File: src/design/lli_pkg.sv
// Shared constants and types for the line-line intersection core.
`timescale 1ns / 1ps

package lli_pkg;

  // Default coordinate and fraction widths
  localparam int COORD_BITS_DEF = 16;
  localparam int FRAC_BITS_DEF  = 16;

  // Result coordinate width (signed fixed point)
  localparam int OUT_BITS = 48;

  // Entries in the queue between front and back end
  localparam int QUEUE_DEPTH = 4;

  // Per-transaction control bits handed from the front end to the divider
  typedef struct packed {
    logic hit;
    logic neg_x;
    logic neg_y;
  } ctl_t;

endpackage

File: src/design/lli_queue.sv
// Small register queue between the front end and the divider.
`timescale 1ns / 1ps

module lli_queue #(
  parameter int DATA_W = 8,
  parameter int DEPTH  = lli_pkg::QUEUE_DEPTH
) (
  input  logic              clk,
  input  logic              rst_n,
  input  logic              push,
  input  logic [DATA_W-1:0] wr_data,
  input  logic              pop,
  output logic [DATA_W-1:0] rd_data,
  output logic              full,
  output logic              empty
);

  localparam int PTR_W = (DEPTH > 1) ? $clog2(DEPTH) : 1;
  localparam int CNT_W = $clog2(DEPTH + 1);

  logic [DATA_W-1:0] mem_r [DEPTH];
  logic [PTR_W-1:0]  wr_ptr_r, rd_ptr_r;
  logic [CNT_W-1:0]  count_r;

  assign full    = (count_r == CNT_W'(DEPTH));
  assign empty   = (count_r == '0);
  assign rd_data = mem_r[rd_ptr_r];

  // Pointer and fill count
  always_ff @(posedge clk) begin
    if (!rst_n) begin
      wr_ptr_r <= '0;
      rd_ptr_r <= '0;
      count_r  <= '0;
    end else begin
      if (push) begin
        wr_ptr_r <= (wr_ptr_r == PTR_W'(DEPTH - 1)) ? '0 : wr_ptr_r + 1'b1;
      end
      if (pop) begin
        rd_ptr_r <= (rd_ptr_r == PTR_W'(DEPTH - 1)) ? '0 : rd_ptr_r + 1'b1;
      end
      if (push && !pop) begin
        count_r <= count_r + 1'b1;
      end else if (pop && !push) begin
        count_r <= count_r - 1'b1;
      end
    end
  end

  // Storage
  always_ff @(posedge clk) begin
    if (push) begin
      mem_r[wr_ptr_r] <= wr_data;
    end
  end

`ifndef SYNTHESIS
  a_no_overfill: assert property (@(posedge clk) disable iff (!rst_n)
    full |-> !push) else $error("queue written while full");
  a_no_underrun: assert property (@(posedge clk) disable iff (!rst_n)
    empty |-> !pop) else $error("queue read while empty");
`endif

endmodule

File: config.mk
export PLATFORM = sky130hd
export DESIGN_NAME = lli_queue
export DESIGN_NICKNAME = d
export VERILOG_FILES = /design/src/design/lli_pkg.sv /design/src/design/lli_queue.sv
export SDC_FILE = /design/constraint.sdc
export NUM_CORES = 1
export LEC_CHECK = 0
export BUFFER_PORTS_ARGS = -buffer_cell sky130_fd_sc_hd__buf_2
export CAP_MARGIN = 10
export CORE_MARGIN = 1.5
export CORE_UTILIZATION = 55
export DETAILED_ROUTE_END_ITERATION = 8
export PLACE_DENSITY = 0.77
export SYNTH_ARGS = -nofsm -noshare
export SYNTH_HDL_FRONTEND = slang
export SYNTH_SLANG_ARGS = --single-unit
File: constraint.sdc
create_clock -name clk -period 1.8 [get_ports clk]
set_input_delay 0.36 -clock clk [delete_from_list [all_inputs] [get_ports clk]]
set_output_delay 0.36 -clock clk [all_outputs]
set_load 0.02 [all_outputs]
==> results.md <==
- The flow ran to the end, but the final reports show violations.
- The checks that failed: setup timing.
- For met2 alone, demand over resource in global routing was 0.2775.
- The total overflow reported by the global router is 0.
- The first detailed-routing pass took 4 iterations.
- The time the final worst path needs with I/O delays and setup is roughly 1.9 ns.
- The number of max-cap violations is 0.
- After synthesis, the cell types taking the most area are edfxtp_1 (59%), dfxtp_1 (11%), mux4_2 (11%), ha_1 (4.6%), mux2i_1 (2.5%).
- The sink of the worst hold path is mem_r[3][1].
- The number of synthesized register bits is 41.
- The element type at the critical path end is a primary output.
- For the pin with the worst max-slew slack, the measured transition is between 0.4 and 0.5 ns.
- The count of cells in the finished layout, fillers not included, comes to 146.
- The remaining antenna violation count is 0.
- Summed over all nets, the switching power comes to 0.4734 mW.
- The global placement routability congestion is 0.6510.
- The total number of vias is 821.
- The worst slew slack as a fraction of its limit is 0.7134.
- The total chip power is between 1.5 and 2 mW.
- In this run the cell area of the synthesized design comes to 0.001615 mm².
- The number of nets in the layout is ~130.
- The post-layout worst setup margin is -0.07175 ns.
- The initial antenna violation count is 0.
- The number of hold-slack violations in the final timing report is 0.
- In this run, the number of DRC markers left after iteration 0 of detailed routing was 12.
- Wires add up to 2.388 mm.
- The first global-routing pass estimated just over 4 mm of wire.
- Dividing the final minimum period by the clock period gives 1.040.
- The cell depth of the worst min-delay path is 1.
- In the final layout, the share of cells above drive strength 1 is 0.3478.
- The number of instances in the placed design is between 100 and 150.
- The internal portion of total power is 1.463 mW.
- CTS placed an instance of clkbuf_4 at the clock tree root.
- The setup-violating endpoint count in the final report is 8.
- The die covers about 0.0033 mm².
- The share of power burned in the clock network is 0.276.
- Dividing total power by cell area gives a power density of between 1000 and 1500 mW/mm².
- The critical path data required time is around 1.4 ns.
- The filler cell count in the final layout is between 150 and 200.
- The average instance in the mapped netlist occupies ~19 µm².
- Hold repair after CTS inserted 0 buffers.
- The share of synthesized area in the top cell type comes to 0.5949.
- Using the TritonRoute via totals, the vias-per-cell ratio works out to approximately 5.6.
- After synthesis, the netlist uses 20 different library cells.
- The number of global-route vias before repair was between 800 and 900.
- The final core utilization is 0.6829.
- The setup path with the least slack is of type flip-flop to primary output.
- The type of the worst min-delay path is input pin to flip-flop.
- The number of instances in the synthesized netlist is 86.
- The buffer count from post-CTS setup fixing is 0.
- The highest fanout seen on the critical path is 8.
- The switching part of the total is 0.2445.
- The hold slack is 0.2317 ns.
- The total clock sinks is 41.
- Clock tree synthesis inserted a total of 5 buffers.
- Leaving out fill and tap cells, the most frequent cells in the layout are edfxtp_1 (32), buf_2 (13), mux4_2 (8), dfxtp_1 (8), buf_6 (8).
- The maximum clock insertion buffer count is 2.
- The overall track demand over capacity in global routing is 0.1747.
- The CTS clock-pin slew for the worst setup and hold paths is approximately 0.12 ns.
- OpenSTA, run right after detailed placement, puts the worst setup slack at -0.05209 ns.
- On the final layout, the worst clock skew is ~0.010 ns.
- The analysis attributes to cell leakage a power of about 0.7 nW.
- Counting every net in the synthesized netlist gives between 100 and 150.
- The startpoint identified for the worst hold timing path is wr_data[1].
- The share of total power dissipated in sequential elements is 0.575.
- Pin placement for this block handled 22 I/O pins.
- The maximum number of pins on one net before global-route repair is 15.
- The antenna diode instance count is 0.
- The height of the die is between 50 and 60 µm.
- The slowest cell on the critical path is mux4_2.
- The largest voltage drop on the vdd net is 0.8189 mV.
- Detailed placement finished with a half-perimeter wire length of 1.631 mm.
- The number of cells on the worst reg-to-reg path is 4.
- Port buffering added 21 buffers.
- The part of the power in combinational logic is 0.149.
- The max-slew violation total from the final report is 0.
- The kind of start point of the critical path is a flip-flop.
- In this run the register-to-register setup slack is around 0.30 ns.
- Static timing analysis puts the maximum clock frequency at about 530 MHz.
- The met1 track demand over resource in global routing is 0.2143.
- The area added between synthesis and finish is 17.58%.
- The number of design rule violations left after detail routing is 0.
- The library cell used most frequently in the layout, excluding fill and tap cells, is edfxtp_1.
- Dividing the detail-routed wire length by the instance count gives 16.36 µm.
- The worst-skew pair later-pin latency is around 0.34 ns.
- The width of the die is about 57 µm.
- For this run, the register share of the synthesized area comes to 0.7064.
- The total of warnings raised by yosys is 0.
- Summed over all instances, the cell type with the most area after synthesis is edfxtp_1.
- The critical path goes through buf_12 -> mux4_2 -> buf_6.
- In the global route stage, met3 resource usage came out at 0.06349.
- Setup repair after global routing could not meet its margin everywhere.
- On the worst path, the slowest cell contributes a delay of about 0.52 ns.
- The placeable core region is around 0.0028 mm².
- The number of levels the H-tree was split into is 2.
- The signal arrival time at the worst endpoint is roughly 1.5 ns.
- The startpoint identified for the worst register-to-register timing path is count_r[0].
- After global routing, the most crowded layer is met2.
- The CTS tree is built.
- The initialized floorplan defines 19 standard-cell rows.
- The endpoint identified for the worst register-to-register timing path is count_r[2].
- The initial core utilization is 0.5807.
cells by family after synthesis:
logic type	Yosys count	share of synthesized area
AOI/OAI and AO/OA	3	0.01239
xor gates and xnor gates	2	0.01085
adders and majority gates	7	0.05887
buffers and inverters	6	0.01936
DFF	41	0.7064
muxes	12	0.1363
and+or+nand+nor	15	0.05577
routing by layer:
| metal | up-vias | part of all wire | routed length [µm] |
|---|---|---|---|
| li1 | 386 | - | - |
| met1 | 411 | 0.42 | 996 |
| met2 | 22 | 0.52 | 1240 |
| met3 | 2 | 0.054 | 128 |
| met4 | 0 | 0.0096 | 23 |
| met5 | - | 0 | 0 |
registers in the layout, indices dropped and copies added, names as in the netlist, named ones only:
register / cells
rd_ptr_r: 2
mem_r: 32
count_r: 3
wr_ptr_r: 2
per-stage QoR:
step	TNS, ns	instance area (µm²)
floorplan	0	1615
global placement	0	1770
detailed placement	-0.05209	1770
CTS	-0.6264	1899
global route	-0.9749	1899
finish	-0.4525	1899
synthesized netlist by cell type:
cell and count:
nor3b_1 1, nor2_1 1, mux4_2 8, o21a_1 1, dfxtp_1 9, mux2i_1 4
buf_6 1, xnor2_1 1, edfxtp_1 32, clkbuf_2 1, fa_1 1, or3_1 1
and2_1 5, o21ai_0 1, ha_1 6, nor2b_1 5, xor2_1 1, inv_1 4
nor3_1 2, a21boi_1 1
layout make-up:
| type | count | area, µm² | area share |
|---|---|---|---|
| Multi-Input combinational cell | 39 | 442.9 | 0.2332 |
| Inverter | 4 | 15.01 | 0.007905 |
| Clock inverter | 2 | 15.01 | 0.007905 |
| Tap cell | 31 | 38.79 | 0.02042 |
| Timing Repair Buffer | 23 | 182.7 | 0.09618 |
| Clock buffer | 6 | 62.56 | 0.03294 |
| Sequential cell | 41 | 1142 | 0.6015 |
worst max-delay path by stage:
stage / to / depth (start not counted) / slack, ns / start
2_1_floorplan: count_r[2] / 7 / 0.18 / pop
3_3_place_gp: count_r[2] / 8 / 0.02 / pop
3_5_place_dp: count_r[2] / 8 / -0.05 / pop
4_1_cts: rd_data[1] / 3 / -0.09 / flip-flop
5_1_grt: rd_data[1] / 3 / -0.14 / flip-flop
6_report: rd_data[1] / 3 / -0.07 / flip-flop
power by group through the flow:
stage	clock network [mW]	registers, mW	logic (mW)
floorplan	0	1.12	0.179
global placement	0	1.13	0.245
detailed placement	0	1.13	0.257
CTS	0.551	1.11	0.290
global route	0.589	1.12	0.315
finish	0.535	1.11	0.288
timing repair:
item / CTS / global route
endpoints found under the setup margin: 8 / 8
gates resized for setup: 17 / 0
endpoints found under the hold margin: 0 / 0
critical path: cells and delay by family, from the launching register on:
family | cells | cell delay [ns]
buf+inv | 2 | 0.29
flops | 1 | 0.36
mux | 1 | 0.52
Power figures use the tool's default switching activity.
